### src/rtl/core/spi_pkg.sv
`timescale 1ns / 1ps
package spi_pkg;
    localparam int MaxPoints  = 16;
    localparam int SpeedWidth = 16;
    localparam int PosW       = 17;
    localparam int QposW      = 18;
    localparam int CfgIdxW    = 2;
    localparam int CfgDataW   = 16;
    localparam int TdataW     = 56;

    localparam logic [1:0] CfgMode  = 2'd0;
    localparam logic [1:0] CfgStart = 2'd1;
    localparam logic [1:0] CfgEnd   = 2'd2;
    localparam logic [1:0] CfgCount = 2'd3;

    localparam logic [1:0] ModeConst  = 2'd0;
    localparam logic [1:0] ModeLinear = 2'd1;
    localparam logic [1:0] ModeCubic  = 2'd2;

    localparam logic [PosW-1:0] PosOne = 17'h10000;

    // controller to datapath
    typedef struct packed {
        logic load;      // latch query position
        logic rd_issue;  // start table read of the next scan slot
        logic check;     // evaluate bracket on read data
        logic use_ends;  // set blend sources to start/end, weight = p
        logic div_start;
        logic div_step;
        logic mul_step;  // advance arithmetic sequencer one step
        logic take_t;    // t into weight path
    } t_cmd;

    typedef struct packed {
        logic hit;
        logic div_done;
        logic mul_done;
    } t_sts;
endpackage

### src/rtl/core/spi_ram.sv
`timescale 1ns / 1ps
module spi_ram #(
    parameter int WIDTH = 8,
    parameter int DEPTH = 16
) (
    input  logic                     i_clk,
    input  logic                     i_we,
    input  logic [$clog2(DEPTH)-1:0] i_waddr,
    input  logic [WIDTH-1:0]         i_wdata,
    input  logic [$clog2(DEPTH)-1:0] i_raddr,
    output logic [WIDTH-1:0]         o_rdata
);
    logic [WIDTH-1:0] r_mem [DEPTH];
    logic [WIDTH-1:0] r_rdata;

    always_ff @(posedge i_clk) begin
        if (i_we) begin
            r_mem[i_waddr] <= i_wdata;
        end
        r_rdata <= r_mem[i_raddr];
    end
    assign o_rdata = r_rdata;
endmodule

### src/rtl/core/spi_datapath.sv
`timescale 1ns / 1ps
module spi_datapath import spi_pkg::*; #(
    parameter int MAX_POINTS  = MaxPoints,
    parameter int SPEED_WIDTH = SpeedWidth
) (
    input  logic                          i_clk,
    input  logic                          i_rst_n,
    input  t_cmd                          i_cmd,
    output t_sts                          o_sts,
    input  logic                          i_wr,
    input  logic [$clog2(MAX_POINTS)-1:0] i_widx,
    input  logic [PosW-1:0]               i_wpos,
    input  logic [SPEED_WIDTH-1:0]        i_wspd,
    input  logic [$clog2(MAX_POINTS)-1:0] i_ridx,
    input  logic [QposW-1:0]              i_qpos,
    input  logic [1:0]                    i_mode,
    input  logic [SPEED_WIDTH-1:0]        i_start,
    input  logic [SPEED_WIDTH-1:0]        i_end,
    output logic [SPEED_WIDTH-1:0]        o_speed
);
    localparam int AW = $clog2(MAX_POINTS);
    localparam int SW = SPEED_WIDTH;

    logic [PosW-1:0] w_pos_rd;
    logic [SW-1:0]   w_spd_rd;
    logic [AW-1:0]   r_raddr;
    logic [PosW-1:0] r_p, n_p;
    logic [PosW-1:0] r_x0;
    logic [SW-1:0]   r_s0;
    logic            r_prev_ok;
    logic [SW-1:0]   r_a, r_b;
    logic [PosW-1:0] r_den;
    logic [33:0]     r_rem;
    logic [16:0]     r_quo;
    logic [4:0]      r_dcnt;
    logic            r_ddone;
    logic [PosW-1:0] r_t;
    logic [2:0]      r_mstep;
    logic [63:0]     r_acc;
    logic [33:0]     r_t2;
    logic [50:0]     r_t3;
    logic [PosW-1:0] r_w;
    logic [SW+17:0]  r_bl;
    logic            r_mdone;
    logic [34:0]     w_sub;

    spi_ram #(.WIDTH(PosW), .DEPTH(MAX_POINTS)) u_pos (
        .i_clk(i_clk), .i_we(i_wr), .i_waddr(i_widx), .i_wdata(i_wpos),
        .i_raddr(r_raddr), .o_rdata(w_pos_rd));
    spi_ram #(.WIDTH(SW), .DEPTH(MAX_POINTS)) u_spd (
        .i_clk(i_clk), .i_we(i_wr), .i_waddr(i_widx), .i_wdata(i_wspd),
        .i_raddr(r_raddr), .o_rdata(w_spd_rd));

    always_comb begin
        if (i_qpos[QposW-1]) begin
            n_p = '0;
        end else if (i_qpos[PosW-1:0] > PosOne) begin
            n_p = PosOne;
        end else begin
            n_p = i_qpos[PosW-1:0];
        end
    end

    assign o_sts.hit = r_prev_ok && (r_p >= r_x0) && (r_p <= w_pos_rd);
    assign o_sts.div_done = r_ddone;
    assign o_sts.mul_done = r_mdone;
    assign w_sub = {1'b0, r_rem} - {2'b0, r_den, 16'd0};

    // step 0..6: t^2, t^3, 3t^2<<16 - 2t^3 rounded, select weight, blend a, blend b, round
    always_ff @(posedge i_clk) begin
        if (!i_rst_n) begin
            r_prev_ok <= 1'b0;
            r_ddone   <= 1'b0;
            r_mdone   <= 1'b0;
        end else begin
            if (i_cmd.load) begin
                r_p       <= n_p;
                r_prev_ok <= 1'b0;
                r_raddr   <= '0;
            end
            if (i_cmd.rd_issue) begin
                r_raddr <= i_ridx;
            end
            if (i_cmd.check) begin
                r_x0      <= w_pos_rd;
                r_s0      <= w_spd_rd;
                r_prev_ok <= 1'b1;
                r_a       <= r_s0;
                r_b       <= w_spd_rd;
                r_den     <= w_pos_rd - r_x0;
            end
            if (i_cmd.use_ends) begin
                r_a <= i_start;
                r_b <= i_end;
                r_t <= r_p;
            end
            if (i_cmd.div_start) begin
                r_rem   <= {1'b0, r_p - r_x0, 16'd0};
                r_quo   <= '0;
                r_dcnt  <= '0;
                r_ddone <= (w_pos_rd == r_x0);
            end
            if (i_cmd.div_step && !r_ddone) begin
                // restoring division, one quotient bit per cycle, 17 bits
                if (!w_sub[34]) begin
                    r_rem <= {w_sub[32:0], 1'b0};
                    r_quo <= {r_quo[15:0], 1'b1};
                end else begin
                    r_rem <= {r_rem[32:0], 1'b0};
                    r_quo <= {r_quo[15:0], 1'b0};
                end
                r_dcnt <= r_dcnt + 5'd1;
                if (r_dcnt == 5'd16) begin
                    r_ddone <= 1'b1;
                end
            end
            if (i_cmd.take_t) begin
                r_t     <= (r_den == '0) ? '0 : ((r_quo > PosOne) ? PosOne : r_quo);
                r_mstep <= '0;
                r_mdone <= 1'b0;
            end
            if (i_cmd.use_ends) begin
                r_mstep <= '0;
                r_mdone <= 1'b0;
            end
            if (i_cmd.mul_step && !r_mdone) begin
                r_mstep <= r_mstep + 3'd1;
                case (r_mstep)
                    3'd0: r_t2 <= r_t * r_t;
                    3'd1: r_t3 <= r_t2[32:0] * r_t;
                    3'd2: begin
                        r_acc <= ({30'd0, r_t2} * 64'd3 << 16) - {12'd0, r_t3, 1'b0}
                                 + 64'h8000_0000;
                        if (i_mode == ModeLinear) begin
                            r_w <= r_t;
                        end else begin
                            r_w <= '0;
                        end
                    end
                    3'd3: begin
                        if (i_mode != ModeLinear) begin
                            r_w <= r_acc[48:32];
                        end
                        r_bl <= '0;
                    end
                    3'd4: r_bl <= r_a * (PosOne - r_w);
                    3'd5: r_bl <= r_bl + r_b * r_w;
                    default: begin
                        o_speed <= r_bl[SW+15:16] + {{(SW-1){1'b0}}, r_bl[15]};
                        r_mdone <= 1'b1;
                    end
                endcase
            end
        end
    end
endmodule

### src/rtl/core/spi_ctrl.sv
`timescale 1ns / 1ps
module spi_ctrl import spi_pkg::*; #(
    parameter int MAX_POINTS = MaxPoints
) (
    input  logic                          i_clk,
    input  logic                          i_rst_n,
    input  logic                          i_query,
    input  logic [1:0]                    i_mode,
    input  logic [4:0]                    i_count,
    input  t_sts                          i_sts,
    input  logic                          i_out_full,
    output t_cmd                          o_cmd,
    output logic [$clog2(MAX_POINTS)-1:0] o_ridx,
    output logic                          o_busy,
    output logic                          o_done,
    output logic                          o_const
);
    localparam int AW = $clog2(MAX_POINTS);
    localparam int CW = $clog2(MAX_POINTS + 1);
    localparam logic [2:0] SIdle = 3'd0, SRead = 3'd1, SScan = 3'd2, SDiv = 3'd3,
                           SMul = 3'd4, SOut = 3'd5;

    logic [2:0]  r_state, n_state;
    logic [CW:0] r_idx;
    logic [CW:0] w_n;
    logic        r_const;

    assign w_n = ({1'b0, i_count} > (CW+1)'(MAX_POINTS)) ? (CW+1)'(MAX_POINTS)
               : (CW+1)'(i_count);
    assign o_ridx = r_idx[AW-1:0];
    assign o_busy = (r_state != SIdle);
    assign o_const = r_const;

    always_comb begin
        o_cmd   = '0;
        o_done  = 1'b0;
        n_state = r_state;
        case (r_state)
            SIdle: if (i_query) begin
                o_cmd.load = 1'b1;
                n_state    = SRead;
            end
            SRead: n_state = SScan;  // table read in flight (slot 0 after a load, the next slot during the scan)
            SScan: begin
                if (i_mode == ModeConst) begin
                    n_state = SOut;
                end else if (w_n == '0) begin
                    o_cmd.use_ends = 1'b1;
                    n_state        = SMul;
                end else if (i_sts.hit) begin
                    o_cmd.check     = 1'b1;
                    o_cmd.div_start = 1'b1;
                    n_state         = SDiv;
                end else if (r_idx + 1'b1 >= w_n) begin
                    o_cmd.use_ends = 1'b1;
                    n_state        = SMul;
                end else begin
                    o_cmd.check    = 1'b1;
                    o_cmd.rd_issue = 1'b1;
                    n_state        = SRead;
                end
            end
            SDiv: begin
                o_cmd.div_step = 1'b1;
                if (i_sts.div_done) begin
                    o_cmd.take_t = 1'b1;
                    n_state      = SMul;
                end
            end
            SMul: begin
                o_cmd.mul_step = 1'b1;
                if (i_sts.mul_done) begin
                    n_state = SOut;
                end
            end
            SOut: begin
                // wait here while the output register still holds an untaken result
                if (!i_out_full) begin
                    o_done  = 1'b1;
                    n_state = SIdle;
                end
            end
            default: n_state = SIdle;
        endcase
    end

    always_ff @(posedge i_clk) begin
        if (!i_rst_n) begin
            r_state <= SIdle;
            r_idx   <= '0;
            r_const <= 1'b0;
        end else begin
            r_state <= n_state;
            if (o_cmd.load) begin
                r_idx   <= '0;
                r_const <= (i_mode == ModeConst);
            end else if (r_state == SScan && o_cmd.rd_issue) begin
                r_idx <= r_idx + 1'b1;
            end
        end
    end
endmodule

### src/rtl/core/speed_profile_interpolator.sv
`timescale 1ns / 1ps
// a query is latched and, except in constant mode, the table is scanned slot by slot;
// constant mode goes straight to the output, no points or no bracketing pair skip
// the division, and a bracketing pair runs the division and then the multiply chain
// throughput: one query in flight, next one accepted the cycle after its result loads
// a point write is accepted only while idle; a finished query waits while the output is still full
// reset (i_rst_n low, synchronous): mode cubic, speeds and count zero, table undefined
module speed_profile_interpolator import spi_pkg::*; #(
    parameter int MAX_POINTS  = MaxPoints,
    parameter int SPEED_WIDTH = SpeedWidth
) (
    input  logic                  i_clk,
    input  logic                  i_rst_n,
    input  logic                  s_axis_tvalid,
    output logic                  s_axis_tready,
    // action, point_index, point_position, point_speed, query_position
    input  logic [TdataW-1:0]     s_axis_tdata,
    output logic                  m_axis_tvalid,
    input  logic                  m_axis_tready,
    // speed
    output logic [SPEED_WIDTH-1:0] m_axis_tdata,
    input  logic                  i_cfg_we,
    input  logic [CfgIdxW-1:0]    i_cfg_idx,
    input  logic [CfgDataW-1:0]   i_cfg_data
);
    localparam int AW = $clog2(MAX_POINTS);
    localparam int SW = SPEED_WIDTH;

    logic [1:0]  r_mode;
    logic [SW-1:0] r_start, r_end;
    logic [4:0]  r_count;
    logic        r_ovalid;
    logic [SW-1:0] r_odata;
    t_cmd        w_cmd, w_cmd_dp;
    t_sts        w_sts;
    logic [AW-1:0] w_ridx;
    logic        w_busy, w_done, w_const, w_acc, w_wr, w_lin_ends, w_out_full;
    logic [SW-1:0] w_speed;
    logic [1:0]  w_mode_dp;

    assign s_axis_tready = !w_busy;
    assign w_acc = s_axis_tvalid && s_axis_tready;
    assign w_wr  = w_acc && !s_axis_tdata[0]
                && ({28'd0, s_axis_tdata[4:1]} < 32'(MAX_POINTS));
    assign m_axis_tvalid = r_ovalid;
    assign m_axis_tdata  = r_odata;
    assign w_out_full    = r_ovalid && !m_axis_tready;

    // unbracketed or single point: linear even in cubic mode
    assign w_lin_ends = w_cmd.use_ends && (r_count != '0);
    logic r_lin;
    always_ff @(posedge i_clk) begin
        if (!i_rst_n) begin
            r_lin <= 1'b0;
        end else if (w_cmd.load) begin
            r_lin <= 1'b0;
        end else if (w_lin_ends) begin
            r_lin <= 1'b1;
        end
    end
    assign w_mode_dp = r_lin ? ModeLinear : r_mode;
    assign w_cmd_dp = w_cmd;

    spi_ctrl #(.MAX_POINTS(MAX_POINTS)) u_ctrl (
        .i_clk(i_clk), .i_rst_n(i_rst_n), .i_query(w_acc && s_axis_tdata[0]),
        .i_mode(r_mode), .i_count(r_count), .i_sts(w_sts), .i_out_full(w_out_full),
        .o_cmd(w_cmd), .o_ridx(w_ridx), .o_busy(w_busy), .o_done(w_done),
        .o_const(w_const));

    spi_datapath #(.MAX_POINTS(MAX_POINTS), .SPEED_WIDTH(SW)) u_dp (
        .i_clk(i_clk), .i_rst_n(i_rst_n), .i_cmd(w_cmd_dp), .o_sts(w_sts),
        .i_wr(w_wr), .i_widx(AW'(s_axis_tdata[4:1])), .i_wpos(s_axis_tdata[21:5]),
        .i_wspd(SW'(s_axis_tdata[37:22])), .i_ridx(w_ridx + 1'b1),
        .i_qpos(s_axis_tdata[55:38]), .i_mode(w_mode_dp), .i_start(r_start),
        .i_end(r_end), .o_speed(w_speed));

    always_ff @(posedge i_clk) begin
        if (!i_rst_n) begin
            r_mode   <= ModeCubic;
            r_start  <= '0;
            r_end    <= '0;
            r_count  <= '0;
            r_ovalid <= 1'b0;
        end else begin
            if (i_cfg_we) begin
                case (i_cfg_idx)
                    CfgMode:  r_mode  <= i_cfg_data[1:0];
                    CfgStart: r_start <= SW'(i_cfg_data);
                    CfgEnd:   r_end   <= SW'(i_cfg_data);
                    CfgCount: r_count <= i_cfg_data[4:0];
                    default: ;
                endcase
            end
            if (w_done) begin
                r_ovalid <= 1'b1;
                r_odata  <= w_const ? r_start : w_speed;
            end else if (m_axis_tready) begin
                r_ovalid <= 1'b0;
            end
        end
    end
endmodule
### config.mk
export PLATFORM = sky130hd
export DESIGN_NAME = speed_profile_interpolator
export DESIGN_NICKNAME = d
export VERILOG_FILES = /design/src/rtl/core/spi_pkg.sv /design/src/rtl/core/spi_ram.sv /design/src/rtl/core/spi_datapath.sv /design/src/rtl/core/spi_ctrl.sv /design/src/rtl/core/speed_profile_interpolator.sv
export SDC_FILE = /design/constraint.sdc
export NUM_CORES = 2
export LEC_CHECK = 0
export ABC_AREA = 1
export BUFFER_PORTS_ARGS = -buffer_cell sky130_fd_sc_hd__buf_2
export CORE_MARGIN = 2
export CORE_UTILIZATION = 60
export CTS_BUF_LIST = sky130_fd_sc_hd__clkbuf_4 sky130_fd_sc_hd__clkbuf_8
export DETAILED_ROUTE_END_ITERATION = 6
export HOLD_SLACK_MARGIN = 0.15
export PLACE_DENSITY = 0.76
export SYNTH_ARGS = -nofsm -noshare
export SYNTH_HDL_FRONTEND = slang
export SYNTH_SLANG_ARGS = --single-unit
### constraint.sdc
create_clock -name i_clk -period 9 [get_ports i_clk]
set_input_delay 0.45 -clock i_clk [delete_from_list [all_inputs] [get_ports i_clk]]
set_output_delay 0.45 -clock i_clk [all_outputs]
set_load 0.03 [all_outputs]
Word level (Yosys, flattened, before mapping)
Memories as Yosys holds them, arrays and structs flattened. A register that Yosys moved wholly into a read port is not among the register bits.
Index checks and enable logic that the tools add are counted.
{"block": "totals", "reg_bits": 447, "n_memories": 2, "output_inout_bits": 18, "inputBits": 79, "mem_bits_rw": 528}
{"memory": "u_dp.u_pos.r_mem", "words": 16, "width": 17, "rd": 1, "rd_clocked_by_memory_dff": 1, "wr": 1, "line_no": "spi_ram.sv:13", "text": "logic [WIDTH-1:0] r_mem [DEPTH];"}
{"memory": "u_dp.u_spd.r_mem", "words": 16, "width": 16, "rd": 1, "rd_clocked_by_memory_dff": 1, "wr": 1, "line_no": "spi_ram.sv:13"}
{"block": "op_classes", "addsub": 12, "n_bitwise": 2, "multipliers": 5, "reduce_logical": 54, "eq_ne": 22, "magnitude_cmp": 6, "mux": 70}
{"cell": "two-way mux 17 bit", "n": 9}
{"cell": "two-way mux 34 bit", "n": 3}
{"cell": "one-hot mux 34 bit (3 select lines)", "n": 1}
{"cell": "two-way mux 16 bit", "n": 5}
{"cell": "adder 49 x 32 -> 49 bit, second input constant", "n": 1}
{"cell": "subtractor 49 bit", "n": 1}
{"cell": "multiplier 33 x 17 -> 48 bit", "n": 1}
{"cell": "subtractor 34 x 33 -> 35 bit", "n": 1}
{"cell": "adder 34 x 33 -> 34 bit", "n": 1}
{"cell": "> comparator 17 bit, second input constant", "n": 2}
{"cell": "multiplier 16 x 34 -> 34 bit", "n": 1}
{"cell": "multiplier 17 x 17 -> 34 bit", "n": 1}
{"cell": "multiplier 34 x 2 -> 33 bit, second input constant", "n": 1}
{"cell": "one-hot mux 17 bit (2 select lines)", "n": 1}
{"cell": "subtractor 17 bit", "n": 2}
{"cell": "multiplier 16 x 17 -> 33 bit", "n": 1}
{"cell": "two-way mux 3 bit", "n": 11}
{"cell": "two-way mux 1 bit", "n": 29}
{"cell": "AND reduction 2 bit", "n": 12}
{"cell": "one-hot mux 3 bit (6 select lines)", "n": 1}
{"cell": "subtractor 17 x 17 -> 18 bit, first input constant", "n": 1}
{"cell": "== test 17 bit", "n": 1}
{"cell": "greater-or-equal comparator 17 bit", "n": 1}
{"cell": "less-or-equal comparator 17 bit", "n": 1}
{"cell": "32 further kinds", "n": 82}

Logic depth before layout (Yosys ltp)
{"block": "logic_depth", "word_depth": 11, "ltp_mapped": 39}

Hierarchy
From an unflattened synthesis, not the netlist that was laid out.
{"block": "hier_totals", "hier_cells": 10661, "area_unflattened_um2": 92459.9}
{"module": "spi_datapath", "instances": 1, "cells_per_inst": 8084, "area_per_inst_um2": 65995.8}
{"module": "spi_ram at u_dp.u_pos", "instances": 1, "cells_per_inst": 1139, "area_per_inst_um2": 12027.8}
{"module": "spi_ram at u_dp.u_spd", "instances": 1, "cells_per_inst": 1074, "area_per_inst_um2": 11380.9}
{"module": "speed_profile_interpolator", "instances": 1, "cells_per_inst": 239, "area_per_inst_um2": 2219.6}
{"module": "spi_ctrl", "instances": 1, "cells_per_inst": 125, "area_per_inst_um2": 835.8}

Least setup slack after synthesis
Ideal clock, no wire load.
{"block": "synth_timing", "kind": "flip-flop to flip-flop", "startpoint": "reg u_dp.r_w[0]", "endpoint": "reg u_dp.r_bl[29], data pin", "synth_period_minus_slack_ns": 6.802, "slack_ns": 2.198, "path_stages_with_launch": 36, "setup_ns": 0.256, "arrival_ns": 6.546, "n_path_buf": 3, "cell_sequence": "edfxtp_1 buf_2 buf_1 inv_1 ha_1 nand2_4 or2_1 nor2_2 inv_2 nor2_2 xor2_2 buf_4 nand2_1 fa_1 fa_1 fa_1 inv_1 fa_1 inv_1 fa_1 fa_1 inv_1 ha_1 nand2_1 inv_1 a21oi_1 nand2_1 nand2_1 nand3_1 a21o_1 a21oi_1 inv_1 nand2_1 nand3_1 nand3_1 nand2_1"}
{"block": "synth_via", "elab_chain_len": 3, "elab_cells_between_ends": 5, "classes_between": "2 x add/sub; 2 x mul; 1 x mux"}
{"item": "start, declared", "line_no": "spi_datapath.sv:42", "text": "logic [PosW-1:0] r_w;"}
{"item": "start signal, assigned", "line_no": "spi_datapath.sv:135", "text": "r_w <= r_t;"}
{"item": "start signal, assigned", "line_no": "spi_datapath.sv:142", "text": "r_w <= r_acc[48:32];"}
{"item": "subtractor 17 x 17 -> 18 bit / multiplier 16 x 17 -> 33 bit (equally long branches)", "line_no": "spi_datapath.sv:146, spi_datapath.sv:147"}
{"item": "multiplier 16 x 34 -> 34 bit / adder 34 x 33 -> 34 bit (equally long branches)", "line_no": "spi_datapath.sv:146, spi_datapath.sv:147"}
{"item": "one-hot mux 34 bit (3 select lines) *", "line_no": "spi_datapath.sv:128", "text": "case (r_mstep)"}
{"item": "end signal, assigned", "line_no": "spi_datapath.sv:146", "text": "3'd4: r_bl <= r_a * (PosOne - r_w);"}
{"item": "end signal, assigned", "line_no": "spi_datapath.sv:147", "text": "3'd5: r_bl <= r_bl + r_b * r_w;"}
{"item": "end, declared", "line_no": "spi_datapath.sv:43", "text": "logic [SW+17:0] r_bl;"}
Every way passes the cells marked *; elsewhere a longest branch is shown, timed or not.
A chain may end at the register's enable or synchronous reset.

Final worst setup path
{"block": "layout_timing", "startpoint": "reg u_dp.r_w[7]", "endpoint": "reg u_dp.r_bl[28], data pin"}
The elaborated chain is that of the path after synthesis.

==> flow_summary.ini <==
[run_status]
status = finished, final reports clean

[setup_path]
critPathKind = reg2reg
crit_arrival_ps = 8330
reg2reg_depth = 27
critPathBufInv = 4
slowest_delay_ps = 760
reg2reg_slack_ps = 1300
r2r_end = u_dp.r_bl[28]$_SDFFCE_PN0P_
cp-start-kind = register
cp_slowest_cell = edfxtp_1
cp-end-kind = register
cpLargestDelayFamily = adder cells
cp_num_cells = 27
cp_common_cell = fa_1
r2r_start = u_dp.r_w[7]$_DFFE_PP_
cp_data_required_time_ps = 9630
worstPathMaxFanout = 18

[hold_path]
hold_end = u_dp.r_p[13]$_SDFFCE_PP0P_
holdCritStartpoint = s_axis_tdata[54]
min_path_cells = 4
hold_path_class = in2reg

[sta]
fin_setup_tns_ps = 0
relSlewSlack = 0.1585
setup_viol = 0
timing.final.crit_period_ps = 7704
achievable-frequency_ghz = 0.1298
clock_skew_ps = 82.30
finalMaxSlewViolations = 0
worst_pin_slew_ps = 1262
period_share = 0.8560
timing.hold.ws_ps = 303.6
setup_ws_ps = 1296
rsz0062_at_grt = false
finalHoldViolCount = 0

[placement]
dp_cells = 11397
place_hpwl_mm = 172.1
gp_congestion = 0.9824
io_buffers = 96
place_ws_ps = 1326

[job]
cap_viol_max_count = 0

[final_layout]
finalNonFillerCells = 11773
multi_input_area_um2 = 51370
nFillCells = 11628
final_common_cell = inv_1
final_cell_mix = 2347 x inv_1, 1927 x nand2_1, 1156 x fa_1
seqCellArea_um2 = 27840
syn_to_final_growth_pct = 7.141
drive_gt1_frac = 0.05814
fin_nets = 11511

[clocking]
path_clk_slew_ps = 70
cts_setup_buffers = 0
cts_tree = yes
cts_root_buf = clkbuf_8
clock_latency_ps = 950
cts_buffer_depth = 3
cts.sink_count = 956
cts_max_level = 4
cts_made_buffers = 157

[detailed_routing]
antenna_violating_nets_post_route = 0
routed_wl_mm = 235.3
drt-wirelength-per-cell_um = 19.99
drt_pass1_iterations = 6
drc_errors = 0
avgViaCountPerCell = 5.619
dr_total_vias = 66148
drt_iter0_markers = 5889

[grt]
grt_max_degree = 166
antenna_found_initial = 16
grt_util_all_layers = 0.3149
grt_pass1_vias = 69713
grt_pass1_wl_mm = 373.0
overflow = 0

[floorplanning]
dieArea_um2 = 152400
rows = 141
start_util = 0.6054
die_y_um = 390.4
io-pin-count = 97
core-area_um2 = 148000
die_w_um = 390.4

[power]
p_leak_nw = 46.74
vdd_drop_max_uv = 366.6
power.density_nw_per_um2 = 311.3
fin_total_pwr_mw = 29.89

[logic_synthesis]
synthArstFlopShare = 0
synth_area_leaders = edfxtp_1 29%, fa_1 26%, inv_1 9.8%
syn_inst = 9682
yosysSeqAreaShare = 0.3107
netlist.top_cell.by_area = edfxtp_1
ys_types = 71
syn_avg_cell_area_um2 = 9.255
yosys_warnings = 0
synthFlopType = edfxtp_1
synth_nets = 11480
synth_edf_count = 869
synth.top_cell.area_share = 0.2912
netlist_area_um2 = 89600
yosys_register_bits = 956
routing by layer:
metal	wire (µm)	vias to the layer above	track usage	share of wire
met5	144	-	0.002871	0.00061
li1	-	30004	-	-
met4	9889	13	0.1325	0.042
met3	22430	642	0.06439	0.095
met2	111700	3118	0.5172	0.47
met1	91180	32371	0.4079	0.39
worst register-to-register path: stages, from the launching register on:
cell and delay (ps):
edfxtp_1 760, nor2_4 260, nand3_1 200, nor2_8 210
nand3_1 100, xnor2_1 130, inv_1 620, nand2_1 210
fa_1 550, fa_1 520, fa_1 520, inv_1 60
fa_1 540, inv_1 60, fa_1 400, fa_1 510
inv_1 40, ha_1 330, a21oi_1 200, o21ai_0 110
a21oi_1 150, nand3_1 170, a21oi_1 330, o21ai_1 150
nand2_1 80, nand2_1 60, nor2_1 90, o21ai_1 70
worst max-delay path by stage:
stage / startpoint / endpoint
2_1_floorplan: u_dp.r_w[0]$_DFFE_PP_ / u_dp.r_bl[29]$_SDFFCE_PN0P_
3_3_place_gp: u_dp.r_w[7]$_DFFE_PP_ / u_dp.r_bl[29]$_SDFFCE_PN0P_
3_5_place_dp: u_dp.r_w[8]$_DFFE_PP_ / u_dp.r_bl[28]$_SDFFCE_PN0P_
4_1_cts: u_dp.r_w[8]$_DFFE_PP_ / u_dp.r_bl[28]$_SDFFCE_PN0P_
5_1_grt: u_dp.r_w[8]$_DFFE_PP_ / u_dp.r_bl[29]$_SDFFCE_PN0P_
6_report: u_dp.r_w[7]$_DFFE_PP_ / u_dp.r_bl[28]$_SDFFCE_PN0P_
final cells by class:
type / count / area share
clock buffers: 217 / 0.02785
flip-flops and latches: 956 / 0.2900
diodes: 5 / 0.0001303
well taps: 1930 / 0.02515
clock inverters: 67 / 0.006621
repair buffers: 281 / 0.02265
multi-input cells: 5950 / 0.5351
inverters: 2367 / 0.09257
through the flow:
step	utilization	instance area [µm²]
finish	0.6486	96000
global route	0.6486	96000
CTS	0.6485	95990
detailed placement	0.6203	91810
global placement	0.6203	91810
floorplan	-	89600
cells in the mapped netlist (5+ instances only):
cell type,number
clkbuf_1,322
a31oi_1,25
inv_1,2349
xnor2_1,78
a21oi_2,12
nand3_1,167
nor4_1,10
o22ai_1,12
or2_2,9
a31o_2,5
buf_2,31
nand2_2,11
ha_1,563
buf_1,34
nor3_2,9
o21a_1,12
a21o_1,24
o221ai_1,7
nand3b_1,6
o21ai_0,387
a21boi_0,10
o211ai_1,139
or2_1,6
nor3_1,44
fa_1,1156
nor2_1,376
nand2_1,1927
a21oi_1,463
dfxtp_1,87
buf_4,12
mux2i_1,132
edfxtp_1,869
o31ai_1,11
o21bai_1,20
nand4_1,51
buf_6,10
a211oi_1,10
o21ai_1,53
xor2_1,148
inv_2,14
o21ai_2,7
report_power, final:
| part | leakage [nW] | total (mW) | internal [mW] | switching (mW) |
|---|---|---|---|---|
| logic | 36.4 | 20.1 | 7.43 | 12.6 |
| clock network | 1.74 | 4.04 | 2.12 | 1.92 |
| registers | 8.57 | 5.78 | 5.63 | 0.142 |
| total | 46.7 | 29.9 | 15.2 | 14.7 |
state kept, by name, summed over array words and instances (netlist names), 6 cells and up:
signal,count
u_dp.u_spd.r_mem,256
u_dp.r_quo,17
u_dp.r_x0,17
u_dp.r_b,16
m_axis_tdata,16
u_dp.r_w,17
r_end,16
r_start,16
u_dp.r_s0,16
u_dp.r_t2,32
u_dp.r_a,16
u_dp.r_den,17
u_dp.u_pos.o_rdata,17
u_dp.r_t,17
u_dp.r_rem,18
u_dp.r_acc,17
u_ctrl.r_idx,6
u_dp.o_speed,16
u_dp.r_t3,48
u_dp.r_bl,32
u_dp.u_spd.o_rdata,16
u_dp.r_p,17
u_dp.u_pos.r_mem,272
kinds of logic (layout without fill, tap and decap cells):
group,after synthesis,count (layout),synth area share
xor+xnor,227,227,0.02227
other cells,0,5,0
fa+ha+maj,1719,1719,0.3369
simple gates,2650,2650,0.1195
flops,956,956,0.3107
mux,132,132,0.01475
compound gates,1222,1222,0.07785
buf+inv,2776,2932,0.1181
repair_timing:
action,CTS,global route
endpoints found under the hold margin,591,0
hold buffers,87,0
resized for setup,0,0
No activity file was read; power rests on OpenSTA's default activity.
